### src/hw/rtl/rbc_pkg.sv
// Shared types and constants for the registry block check unit.
// Holds SHA-1 constants, the queue entry type and the SHA-1 round helpers.
package rbc_pkg;

    localparam int unsigned MaxBytes    = 3584;
    localparam int unsigned CntW        = 12;
    localparam int unsigned CheckOffset = 14;
    localparam int unsigned CheckLen    = 4;
    localparam int unsigned QDepth      = 4;
    localparam int unsigned QPtrW       = 2;

    localparam logic [31:0] H0 = 32'h67452301;
    localparam logic [31:0] H1 = 32'hEFCDAB89;
    localparam logic [31:0] H2 = 32'h98BADCFE;
    localparam logic [31:0] H3 = 32'h10325476;
    localparam logic [31:0] H4 = 32'hC3D2E1F0;

    // One classified beat handed from the front end to the hash engine.
    typedef struct packed {
        logic [7:0]      hash_byte;   // byte to hash, check bytes already zeroed
        logic            keep;        // byte lies within the length limit
        logic            last;        // final beat of the block
        logic [31:0]     stored;      // captured check as of this beat
        logic            over;        // overflow seen as of this beat
    } t_qent;

    function automatic logic [31:0] rotl(input logic [31:0] x, input logic [4:0] n);
        logic [63:0] d;
        d = {x, x} << n;
        return d[63:32];
    endfunction

    function automatic logic [31:0] k_of(input logic [6:0] t);
        if (t < 7'd20)      return 32'h5A827999;
        else if (t < 7'd40) return 32'h6ED9EBA1;
        else if (t < 7'd60) return 32'h8F1BBCDC;
        else                return 32'hCA62C1D6;
    endfunction

    function automatic logic [31:0] f_of(input logic [6:0] t, input logic [31:0] b,
                                         input logic [31:0] c, input logic [31:0] d);
        if (t < 7'd20)      return (b & c) | (~b & d);
        else if (t < 7'd40) return b ^ c ^ d;
        else if (t < 7'd60) return (b & c) | (b & d) | (c & d);
        else                return b ^ c ^ d;
    endfunction

endpackage

### src/hw/rtl/rbc_front.sv
// Front end: accepts input beats, tracks the offset, captures the stored check.
// Depends on rbc_pkg.
module rbc_front (
    input  logic          i_clk,
    input  logic          i_rst_n,
    input  logic          i_valid,
    output logic          o_ready,
    input  logic [7:0]    i_data_byte,
    input  logic          i_last_byte,
    output logic          o_q_valid,
    input  logic          i_q_ready,
    output rbc_pkg::t_qent o_q_ent
);
    import rbc_pkg::*;

    logic [CntW-1:0] r_count, n_count;
    logic [31:0]     r_check, n_check;
    logic            r_over, n_over;
    logic            keep, in_chk;
    logic [CntW-1:0] rel;
    logic [4:0]      sh;

    assign o_ready   = i_q_ready;
    assign o_q_valid = i_valid;
    assign keep   = r_count < CntW'(MaxBytes);
    assign in_chk = r_count >= CntW'(CheckOffset) && r_count < CntW'(CheckOffset + CheckLen);
    assign rel    = r_count - CntW'(CheckOffset);
    assign sh     = 5'd24 - {rel[1:0], 3'b000};

    always_comb begin
        n_count = r_count;
        n_check = r_check;
        n_over  = r_over;
        if (keep) begin
            n_count = r_count + 1'b1;
            if (in_chk) n_check = r_check | ({24'd0, i_data_byte} << sh);
        end else begin
            n_over = 1'b1;
        end
        o_q_ent.hash_byte = (keep && in_chk) ? 8'd0 : i_data_byte;
        o_q_ent.keep      = keep;
        o_q_ent.last      = i_last_byte;
        o_q_ent.stored    = n_check;
        o_q_ent.over      = n_over;
    end

    always_ff @(posedge i_clk) begin
        if (!i_rst_n) begin
            r_count <= '0;
            r_check <= '0;
            r_over  <= 1'b0;
        end else if (i_valid && i_q_ready) begin
            if (i_last_byte) begin
                r_count <= '0;
                r_check <= '0;
                r_over  <= 1'b0;
            end else begin
                r_count <= n_count;
                r_check <= n_check;
                r_over  <= n_over;
            end
        end
    end
endmodule

### src/hw/rtl/rbc_queue.sv
// Short FIFO of classified beats between front end and hash engine.
// Depends on rbc_pkg.
module rbc_queue (
    input  logic           i_clk,
    input  logic           i_rst_n,
    input  logic           i_wr_valid,
    output logic           o_wr_ready,
    input  rbc_pkg::t_qent i_wr_ent,
    output logic           o_rd_valid,
    input  logic           i_rd_ready,
    output rbc_pkg::t_qent o_rd_ent
);
    import rbc_pkg::*;

    t_qent           r_mem [QDepth];
    logic [QPtrW-1:0] r_wp, r_rp;
    logic [QPtrW:0]   r_cnt;
    logic             wr, rd;

    assign o_wr_ready = r_cnt != (QPtrW+1)'(QDepth);
    assign o_rd_valid = r_cnt != '0;
    assign o_rd_ent   = r_mem[r_rp];
    assign wr = i_wr_valid && o_wr_ready;
    assign rd = o_rd_valid && i_rd_ready;

    always_ff @(posedge i_clk) begin
        if (wr) r_mem[r_wp] <= i_wr_ent;
        if (!i_rst_n) begin
            r_wp  <= '0;
            r_rp  <= '0;
            r_cnt <= '0;
        end else begin
            if (wr) r_wp <= r_wp + 1'b1;
            if (rd) r_rp <= r_rp + 1'b1;
            r_cnt <= r_cnt + (QPtrW+1)'(wr) - (QPtrW+1)'(rd);
        end
    end
endmodule

### src/hw/rtl/rbc_engine.sv
// Back end: packs bytes into the chunk, runs SHA-1 rounds, pads and folds the digest.
// Depends on rbc_pkg.
module rbc_engine (
    input  logic           i_clk,
    input  logic           i_rst_n,
    input  logic           i_q_valid,
    output logic           o_q_ready,
    input  rbc_pkg::t_qent i_q_ent,
    output logic           o_valid,
    input  logic           i_ready,
    output logic [31:0]    o_check_value,
    output logic [31:0]    o_stored_check,
    output logic           o_check_ok,
    output logic           o_too_long
);
    import rbc_pkg::*;

    typedef enum logic [2:0] {
        S_IDLE, S_ROUND, S_PAD, S_FOLD, S_OUT
    } t_state;

    t_state          r_state;
    t_state          r_ret;       // state to go back to after a compression
    logic [31:0]     r_w [16];
    logic [31:0]     r_h [5];
    logic [31:0]     r_v [5];
    logic [6:0]      r_t;
    logic [CntW-1:0] r_len;
    logic [5:0]      r_pos;
    logic [31:0]     r_stored;
    logic            r_over;
    logic [31:0]     r_chk;
    logic            r_wrap;      // padding spilled into a second chunk

    logic [31:0] wt, wnew, tmp, wword;
    logic [7:0]  pbyte, f0, f1, f2, f3;
    logic [159:0] dig;
    logic [63:0]  bits;
    logic [3:0]   widx;

    // The schedule runs in place on a 16-word window.
    assign wnew = rotl(r_w[13] ^ r_w[8] ^ r_w[2] ^ r_w[0], 5'd1);
    assign wt   = (r_t < 7'd16) ? r_w[r_t[3:0]] : wnew;
    assign tmp  = rotl(r_v[0], 5'd5) + f_of(r_t, r_v[1], r_v[2], r_v[3])
                + r_v[4] + k_of(r_t) + wt;

    assign bits  = {49'd0, r_len, 3'b000};
    assign widx  = r_pos[5:2];
    // When the marker lands at offset 56 or later, the length goes into a second chunk.
    always_comb begin
        if (!r_wrap && r_pos == r_len[5:0])
            pbyte = 8'h80;
        else if (r_pos >= 6'd56 && (r_len[5:0] < 6'd56 || r_wrap))
            pbyte = bits[8*(7-(r_pos-6'd56)) +: 8];
        else
            pbyte = 8'h00;
    end
    always_comb begin
        logic [7:0] b;
        b = (r_state == S_PAD) ? pbyte : i_q_ent.hash_byte;
        case (r_pos[1:0])
            2'd0:    wword = {b, 24'd0};
            2'd1:    wword = r_w[widx] | {8'd0, b, 16'd0};
            2'd2:    wword = r_w[widx] | {16'd0, b, 8'd0};
            default: wword = r_w[widx] | {24'd0, b};
        endcase
    end

    assign dig = {r_h[0], r_h[1], r_h[2], r_h[3], r_h[4]};
    assign f0 = dig[159:152] ^ dig[151:144] ^ dig[143:136] ^ dig[135:128] ^ dig[127:120];
    assign f1 = dig[119:112] ^ dig[111:104] ^ dig[103:96]  ^ dig[95:88]   ^ dig[87:80];
    assign f2 = dig[79:72]   ^ dig[71:64]   ^ dig[63:56]   ^ dig[55:48]   ^ dig[47:40];
    assign f3 = dig[39:32]   ^ dig[31:24]   ^ dig[23:16]   ^ dig[15:8]    ^ dig[7:0];

    assign o_q_ready      = r_state == S_IDLE;
    assign o_valid        = r_state == S_OUT;
    assign o_check_value  = r_chk;
    assign o_stored_check = r_stored;
    assign o_check_ok     = r_chk == r_stored;
    assign o_too_long     = r_over;

    always_ff @(posedge i_clk) begin
        if (!i_rst_n) begin
            r_state <= S_IDLE;
            r_ret   <= S_IDLE;
            r_len   <= '0;
            r_pos   <= '0;
            r_t     <= '0;
            r_wrap  <= 1'b0;
            r_h[0] <= H0; r_h[1] <= H1; r_h[2] <= H2; r_h[3] <= H3; r_h[4] <= H4;
        end else begin
            case (r_state)
                S_IDLE: begin
                    if (i_q_valid) begin
                        r_stored <= i_q_ent.stored;
                        r_over   <= i_q_ent.over;
                        if (i_q_ent.keep) begin
                            r_w[widx] <= wword;
                            r_pos <= r_pos + 1'b1;
                            r_len <= r_len + 1'b1;
                        end
                        r_ret <= i_q_ent.last ? S_PAD : S_IDLE;
                        if (i_q_ent.keep && r_pos == 6'd63) begin
                            r_state <= S_ROUND;
                            r_t <= '0;
                            for (int i = 0; i < 5; i++) r_v[i] <= r_h[i];
                        end else if (i_q_ent.last) begin
                            r_state <= S_PAD;
                        end
                    end
                end
                S_ROUND: begin
                    r_v[4] <= r_v[3];
                    r_v[3] <= r_v[2];
                    r_v[2] <= rotl(r_v[1], 5'd30);
                    r_v[1] <= r_v[0];
                    r_v[0] <= tmp;
                    if (r_t >= 7'd16) begin
                        for (int i = 0; i < 15; i++) r_w[i] <= r_w[i+1];
                        r_w[15] <= wnew;
                    end
                    if (r_t == 7'd79) begin
                        r_h[0] <= r_h[0] + tmp;
                        r_h[1] <= r_h[1] + r_v[0];
                        r_h[2] <= r_h[2] + rotl(r_v[1], 5'd30);
                        r_h[3] <= r_h[3] + r_v[2];
                        r_h[4] <= r_h[4] + r_v[3];
                        r_state <= (r_ret == S_PAD && r_pos == 6'd0 && r_len[5:0] != 6'd0
                                    && r_ret == S_PAD) ? S_PAD : r_ret;
                    end
                    r_t <= r_t + 1'b1;
                end
                S_PAD: begin
                    // One padding byte a cycle; the length ends the final chunk.
                    r_w[widx] <= wword;
                    r_pos <= r_pos + 1'b1;
                    if (r_pos == 6'd63) begin
                        r_ret   <= (r_len[5:0] > 6'd55 && !r_wrap) ? S_PAD : S_FOLD;
                        r_wrap  <= r_len[5:0] > 6'd55 && !r_wrap;
                        r_state <= S_ROUND;
                        r_t <= '0;
                        for (int i = 0; i < 5; i++) r_v[i] <= r_h[i];
                    end
                end
                S_FOLD: begin
                    r_chk   <= {f0, f1, f2, f3};
                    r_state <= S_OUT;
                end
                S_OUT: begin
                    if (i_ready) begin
                        r_state <= S_IDLE;
                        r_len   <= '0;
                        r_pos   <= '0;
                        r_wrap  <= 1'b0;
                        r_h[0] <= H0; r_h[1] <= H1; r_h[2] <= H2;
                        r_h[3] <= H3; r_h[4] <= H4;
                    end
                end
                default: r_state <= S_IDLE;
            endcase
        end
    end
endmodule

### src/hw/rtl/registry_block_check_unit.sv
// Registry block check unit: folded SHA-1 check over one block, one byte per beat.
// Each kept byte is packed into a 64-byte chunk, compressed each time the chunk fills.
// The final beat adds padding and one or two compressions, then the fold.
// The SHA-1 unit runs one round per cycle, and the engine takes no new byte while it
// compresses, pads or holds a result. Synchronous active-low reset returns the control
// state and the hash values to their initial values, with the queue empty.
module registry_block_check_unit (
    input  logic        i_clk,
    input  logic        i_rst_n,
    input  logic        i_valid,
    output logic        o_ready,
    input  logic [7:0]  i_data_byte,
    input  logic        i_last_byte,
    output logic        o_valid,
    input  logic        i_ready,
    output logic [31:0] o_check_value,
    output logic [31:0] o_stored_check,
    output logic        o_check_ok,
    output logic        o_too_long
);
    import rbc_pkg::*;

    t_qent f_ent, q_ent;
    logic  f_valid, f_ready, q_valid, q_ready;

    rbc_front u_front (
        .i_clk, .i_rst_n, .i_valid, .o_ready, .i_data_byte, .i_last_byte,
        .o_q_valid(f_valid), .i_q_ready(f_ready), .o_q_ent(f_ent)
    );

    rbc_queue u_queue (
        .i_clk, .i_rst_n,
        .i_wr_valid(f_valid), .o_wr_ready(f_ready), .i_wr_ent(f_ent),
        .o_rd_valid(q_valid), .i_rd_ready(q_ready), .o_rd_ent(q_ent)
    );

    rbc_engine u_engine (
        .i_clk, .i_rst_n,
        .i_q_valid(q_valid), .o_q_ready(q_ready), .i_q_ent(q_ent),
        .o_valid, .i_ready, .o_check_value, .o_stored_check, .o_check_ok, .o_too_long
    );
endmodule

### config.mk
export PLATFORM = sky130hd
export DESIGN_NAME = registry_block_check_unit
export DESIGN_NICKNAME = d
export VERILOG_FILES = /design/src/hw/rtl/rbc_pkg.sv /design/src/hw/rtl/rbc_front.sv /design/src/hw/rtl/rbc_queue.sv /design/src/hw/rtl/rbc_engine.sv /design/src/hw/rtl/registry_block_check_unit.sv
export SDC_FILE = /design/constraint.sdc
export NUM_CORES = 2
export LEC_CHECK = 0
export BUFFER_PORTS_ARGS = -buffer_cell sky130_fd_sc_hd__buf_2
export CAP_MARGIN = 15
export CORE_MARGIN = 2
export CORE_UTILIZATION = 27
export DETAILED_ROUTE_END_ITERATION = 8
export PLACE_DENSITY_LB_ADDON = 0.25
export SLEW_MARGIN = 25
export SYNTH_ARGS = -nofsm -noshare
export SYNTH_HDL_FRONTEND = slang
export SYNTH_SLANG_ARGS = --single-unit
### constraint.sdc
create_clock -name i_clk -period 18.65 [get_ports i_clk]
set_input_delay 0.9325 -clock i_clk [delete_from_list [all_inputs] [get_ports i_clk]]
set_output_delay 0.9325 -clock i_clk [all_outputs]
set_load 0.02 [all_outputs]
# Yosys cells after proc, flatten, opt, wreduce, memory -nomap -nowiden
# Memories as Yosys holds them, arrays and structs flattened. A register that Yosys moved wholly into a read port is not among the register bits.
# Cells that the tools add are included.
[op_classes] order_cmp=11 bitwise=54 addsub=21 n_eq_ne=19 reduce_logical=34 n_mux=112 n_shift=2
[ops] operator="$mux 32" n=31
[ops] operator="$add 32x32->32" n=9
[ops] operator="$xor 32x32->32" n=5
[ops] operator="$and 32x32->32" n=4
[ops] operator="$or 32x32->32" n=4
[ops] operator="$xor 8x8->8" n=16
[ops] operator="$pmux 32 s3" n=1
[ops] operator="$shiftx 64x33->8" n=1
[ops] operator="$mux 12" n=5
[ops] operator="$mux 1" n=41
[ops] operator="$eq 32x32->1" n=1
[ops] operator="$mux 8" n=4
[ops] operator="$not 32->32" n=1
[ops] operator="$or 32x16->32" n=1
[ops] operator="$or 32x24->32" n=1
[ops] operator="$or 32x8->32" n=1
[ops] operator="$reduce_or 32->1" n=1
[ops] operator="$shl 8x5->32" n=1
[ops] operator="$mux 31" n=1
[ops] operator="$sub 3x29->29 const A" n=1
[ops] operator="$mux 3" n=9
[ops] operator="$add 12x1->12 const B" n=2
[ops] operator="$pmux 12 s2" n=1
[ops] operator="$mux 7" n=3
[ops] operator="other kinds (51)" n=108
[word_totals] inputBits=13 word_cells=272 out_inout_bits=68 mem_count=4 register_bits=149 ram_bits=1004
[mem_list] memory="u_engine.r_w" words=16 width=32 read_ports=18 rd_ports_with_merged_regs=2 wr=16 line="rbc_engine.sv:24" source="logic [31:0] r_w [16];"
[mem_list] memory="u_queue.r_mem" words=4 width=43 read_ports=1 rd_ports_with_merged_regs=1 wr=1 line="rbc_queue.sv:15" source="t_qent r_mem [QDepth];"
[mem_list] memory="u_engine.r_h" words=5 width=32 read_ports=5 rd_ports_with_merged_regs=0 wr=5 line="rbc_engine.sv:25" source="logic [31:0] r_h [5];"
[mem_list] memory="u_engine.r_v" words=5 width=32 read_ports=5 rd_ports_with_merged_regs=0 wr=5 line="rbc_engine.sv:26" source="logic [31:0] r_v [5];"

# Depth between registers and ports, before layout
# An unclocked memory read counts as a cell.
[depth] ltp_word=14 ltp_mapped=33

# Hierarchy
# A second synthesis with hierarchy kept.
[unflattened] hier_cells=5487 hier_area_um2=68503.2
[by_module_without_submodules] module="rbc_engine" cells_per_inst=4977 area_per_inst_um2=59594.7 instances=1
[by_module_without_submodules] module="rbc_queue" cells_per_inst=273 area_per_inst_um2=6732.7 instances=1
[by_module_without_submodules] module="rbc_front" cells_per_inst=237 area_per_inst_um2=2175.8 instances=1

# Least setup slack after synthesis
# No wires, ideal clock.
[synth_timing] path_kind="register to register" start="register u_engine.r_state[0]" end="memory u_engine.r_v[0][0], enable pin" period_less_slack_ns=14.072 setup_slack_ns=4.578 path_buffers=1 t_arrival_ns=13.157 setup_time_ns=0.915 path_stages_with_launch=7 cell_sequence="dfxtp_1 > buf_2 > nor4_1 > nand2_1 > nand2_1 > nand2_1 > o31ai_1"
[synth_rtl] item="from (decl)" line="rbc_engine.sv:22" source="t_state r_state;"
[synth_rtl] item="from (signal assigned)" line="rbc_engine.sv:128" source="r_state <= (r_ret == S_PAD && r_pos == 6'd0 && r_len[5:0] != 6'd0"
[synth_rtl] item="to (decl)" line="rbc_engine.sv:26"

==> metrics.cfg <==
[synthesis]
synth_top_family_by_area = compound AO/OA/AOI/OAI gates
syn_avg_cell_area_um2 = 12.45
yosys.area.top_type_share = 0.4686
ys_seq_elements = 1162
yosys-top-cells-count = edfxtp_1 (1069), nand2_1 (716), a21o_1 (554)
synth_compound_area_frac = 0.1240
synth_adder_area_share = 0.08017
synth_nets = 5876
yosys_warnings = 0
yosysSeqAreaShare = 0.4958
synth_area_mm2 = 0.06850
synthXorXnorAreaFrac = 0.05529
yosysMostFrequentCell = edfxtp_1
synthDistinctLibCells = 86
synthArstFlopShare = 0
synth_area_leaders = edfxtp_1 (47%), mux4_2 (12%), a21o_1 (6.1%), ha_1 (4.3%), xnor2_1 (4.1%)
synth-main-ff-cell = edfxtp_1
synth_edf_count = 1069
muxShareOfSynthArea = 0.1233
synth_area_leader_cell = edfxtp_1
syn_inst = 5500
yosys.area_share.simple = 0.09226

[finish]
utilization = 0.3069
final_nets = 5897
fin_cells = 8982
drive_above_1_share = 0.1504
design_area_mm2 = 0.07729
syn2layout_area_growth_pct = 12.84

[route]
vias_per_cell = 5.157
firstDrtPassIters = 7
ant_nets = 0
vias = 46320
wirelength_mm = 226.5
first_iter_violations = 4359
drc = 0
routedWlPerCell_um = 25.22

[pwr]
p_total_mw = 13.70
power.leakage_nw = 29.35
peakVddDrop_mv = 0.2951
pwr_density_cell_mw_per_mm2 = 177.3

[die]
coreArea_mm2 = 0.2519
dieArea_mm2 = 0.2577
initial_core_util = 0.2720
io_pins = 81
rows = 184
die_h_um = 507.7
die_w_um = 507.7

[timing]
worstMarginPinSlew_ps = 1061
setup_tns_ps = 0
period_needed_ps = 9380
max_freq_mhz = 106.6
holdWs_ps = 438.5
setup_viol = 0
final_hold_viol_count = 0
rsz0062_at_grt = false
slew_violations = 0
fin_ws_ps = 9270
clock_skew_ps = 39.87
slew_headroom = 0.2851
post-route-period-util = 0.5030

[worst_setup_path]
worstSetupPathType = flop to flop
setup.worst_path.end = u_engine.r_h[0][30]
cp.arrival_ps = 9930
crit_path_end_kind = flop
rrSetupSlack_ps = 9270
reg2reg_to = u_engine.r_h[0][30]
setup.worst_path.start_class = flop
cp_slowest_cell = o21ai_0
critPathRequiredTime_ps = 19200
reg2reg_depth = 29
slowest_delay_ps = 730
crit_fanout = 37

[clocking]
clock_latency_ps = 810
cts_buffers = 140
cts_resized = 0
htreeDepth = 4
cts.sinks = 1162
ctsHoldBuffers = 0
postCtsSetupRepairBufs = 0
clockRootBuffer = clkbuf_16
clkTransAtPathRegs_ps = 60
cts_tree = built
cts_buffer_depth = 3

[job]
cap_violations = 0

[grt]
grt_usage = 0.1727
grt_pass1_vias = 45840
grt_overflow = 0
grt_max_degree = 224
grt_pass1_wl_mm = 328.1
antenna_found_initial = 7

[place]
gp_congestion = 0.8727
placed_cell_area_mm2 = 0.07286
numPortBuffers = 80
placed_cells = 8727
dp_hpwl_mm = 150.0
dp_slack_ps = 9209

[worst_hold_path]
min_path_type = input port to flop

[run_status]
status = finished clean

layer usage:
layer	track usage	vias up	part of all wire
met5	0	-	0
met4	0.04515	0	0.024
met3	0.02257	248	0.051
met2	0.2794	1316	0.47
met1	0.2429	24200	0.45
li1	-	20550	-
layout by cell type (no fill, tap or decap), drive strengths merged, types with 16 or more instances in the layout:
cell type / n
buf: 163
nor3b: 37
dfxtp: 93
clkinv: 49
nor4: 21
nand2b: 25
a211oi: 34
xor2: 110
o22ai: 29
a31oi: 28
o31ai: 16
fa: 125
mux4: 352
o21a: 39
a21o: 554
nand3: 40
inv: 222
nor3: 48
a21oi: 181
nand4: 29
clkbuf: 182
and3: 35
and2: 37
mux2: 23
nor2b: 57
o32ai: 17
nor2: 328
ha: 238
o21ai: 181
or3: 24
mux2i: 26
o21bai: 29
edfxtp: 1069
xnor2: 319
nand2: 716
power by group:
part           internal (mW)  switching [mW]  leakage (nW)
Combinational           3.13            4.39          17.0
Clock                   1.54            1.17          2.15
Sequential              3.30           0.180          10.2
Total                   7.97            5.74          29.3
flip-flops by register name, indices dropped and copies added, names as in the netlist, named ones only:
signal / count
u_engine.r_w: 512
u_engine.r_state: 3
u_queue.r_cnt: 3
u_queue.r_mem: 172
u_front.r_count: 12
u_engine.r_pos: 6
u_engine.o_check_value: 32
u_queue.r_rp: 2
u_queue.r_wp: 2
u_engine.r_ret: 2
u_engine.o_too_long: 1
u_engine.r_wrap: 1
u_front.r_over: 1
u_engine.r_h: 160
u_engine.r_len: 12
u_engine.o_stored_check: 32
u_engine.r_t: 7
u_engine.r_v: 160
u_front.r_check: 32
area by class of cell:
class	count	area, um2
Sequential cell	1162	33990
Multi-Input combinational cell	3841	32820
Clock inverter	70	664.4
Clock buffer	182	3754
Inverter	213	799.5
Tap cell	3348	4189
Antenna cell	3	7.507
Fill cell	25330	174600
Timing Repair Buffer	163	1065
kinds of logic (layout without fill, tap and decap cells):
logic type | after synthesis | in the layout
adder cells (fa/ha/maj) | 364 | 364
buffers and inverters | 497 | 628
AO/OA/AOI/OAI | 1222 | 1222
multiplexers | 401 | 401
AND/OR/NAND/NOR | 1424 | 1424
other | 0 | 3
flip-flops | 1162 | 1162
XOR/XNOR | 430 | 430
worst max-delay path, delay by kind of cell (launching register included):
kind	cells	cell delay, ps
AOI/OAI and AO/OA	10	2750
adders and majority gates	5	1950
buffers and inverters	5	1470
muxes	3	1280
and+or+nand+nor	5	830
DFF	1	640
xor gates and xnor gates	1	170
worst min-delay path by stage:
| stage | start | cells past startpoint | to |
|---|---|---|---|
| after global placement | u_front.r_over | 2 | u_front.r_over |
| after detailed placement | u_front.r_over | 2 | u_front.r_over |
| after CTS | i_last_byte | 1 | u_queue.r_mem[3][33] |
| final | i_last_byte | 1 | u_queue.r_mem[3][33] |
| after floorplan | u_front.r_over | 2 | u_front.r_over |
| after global routing | i_last_byte | 1 | u_queue.r_mem[3][33] |
(Power assumes the default switching activity.)
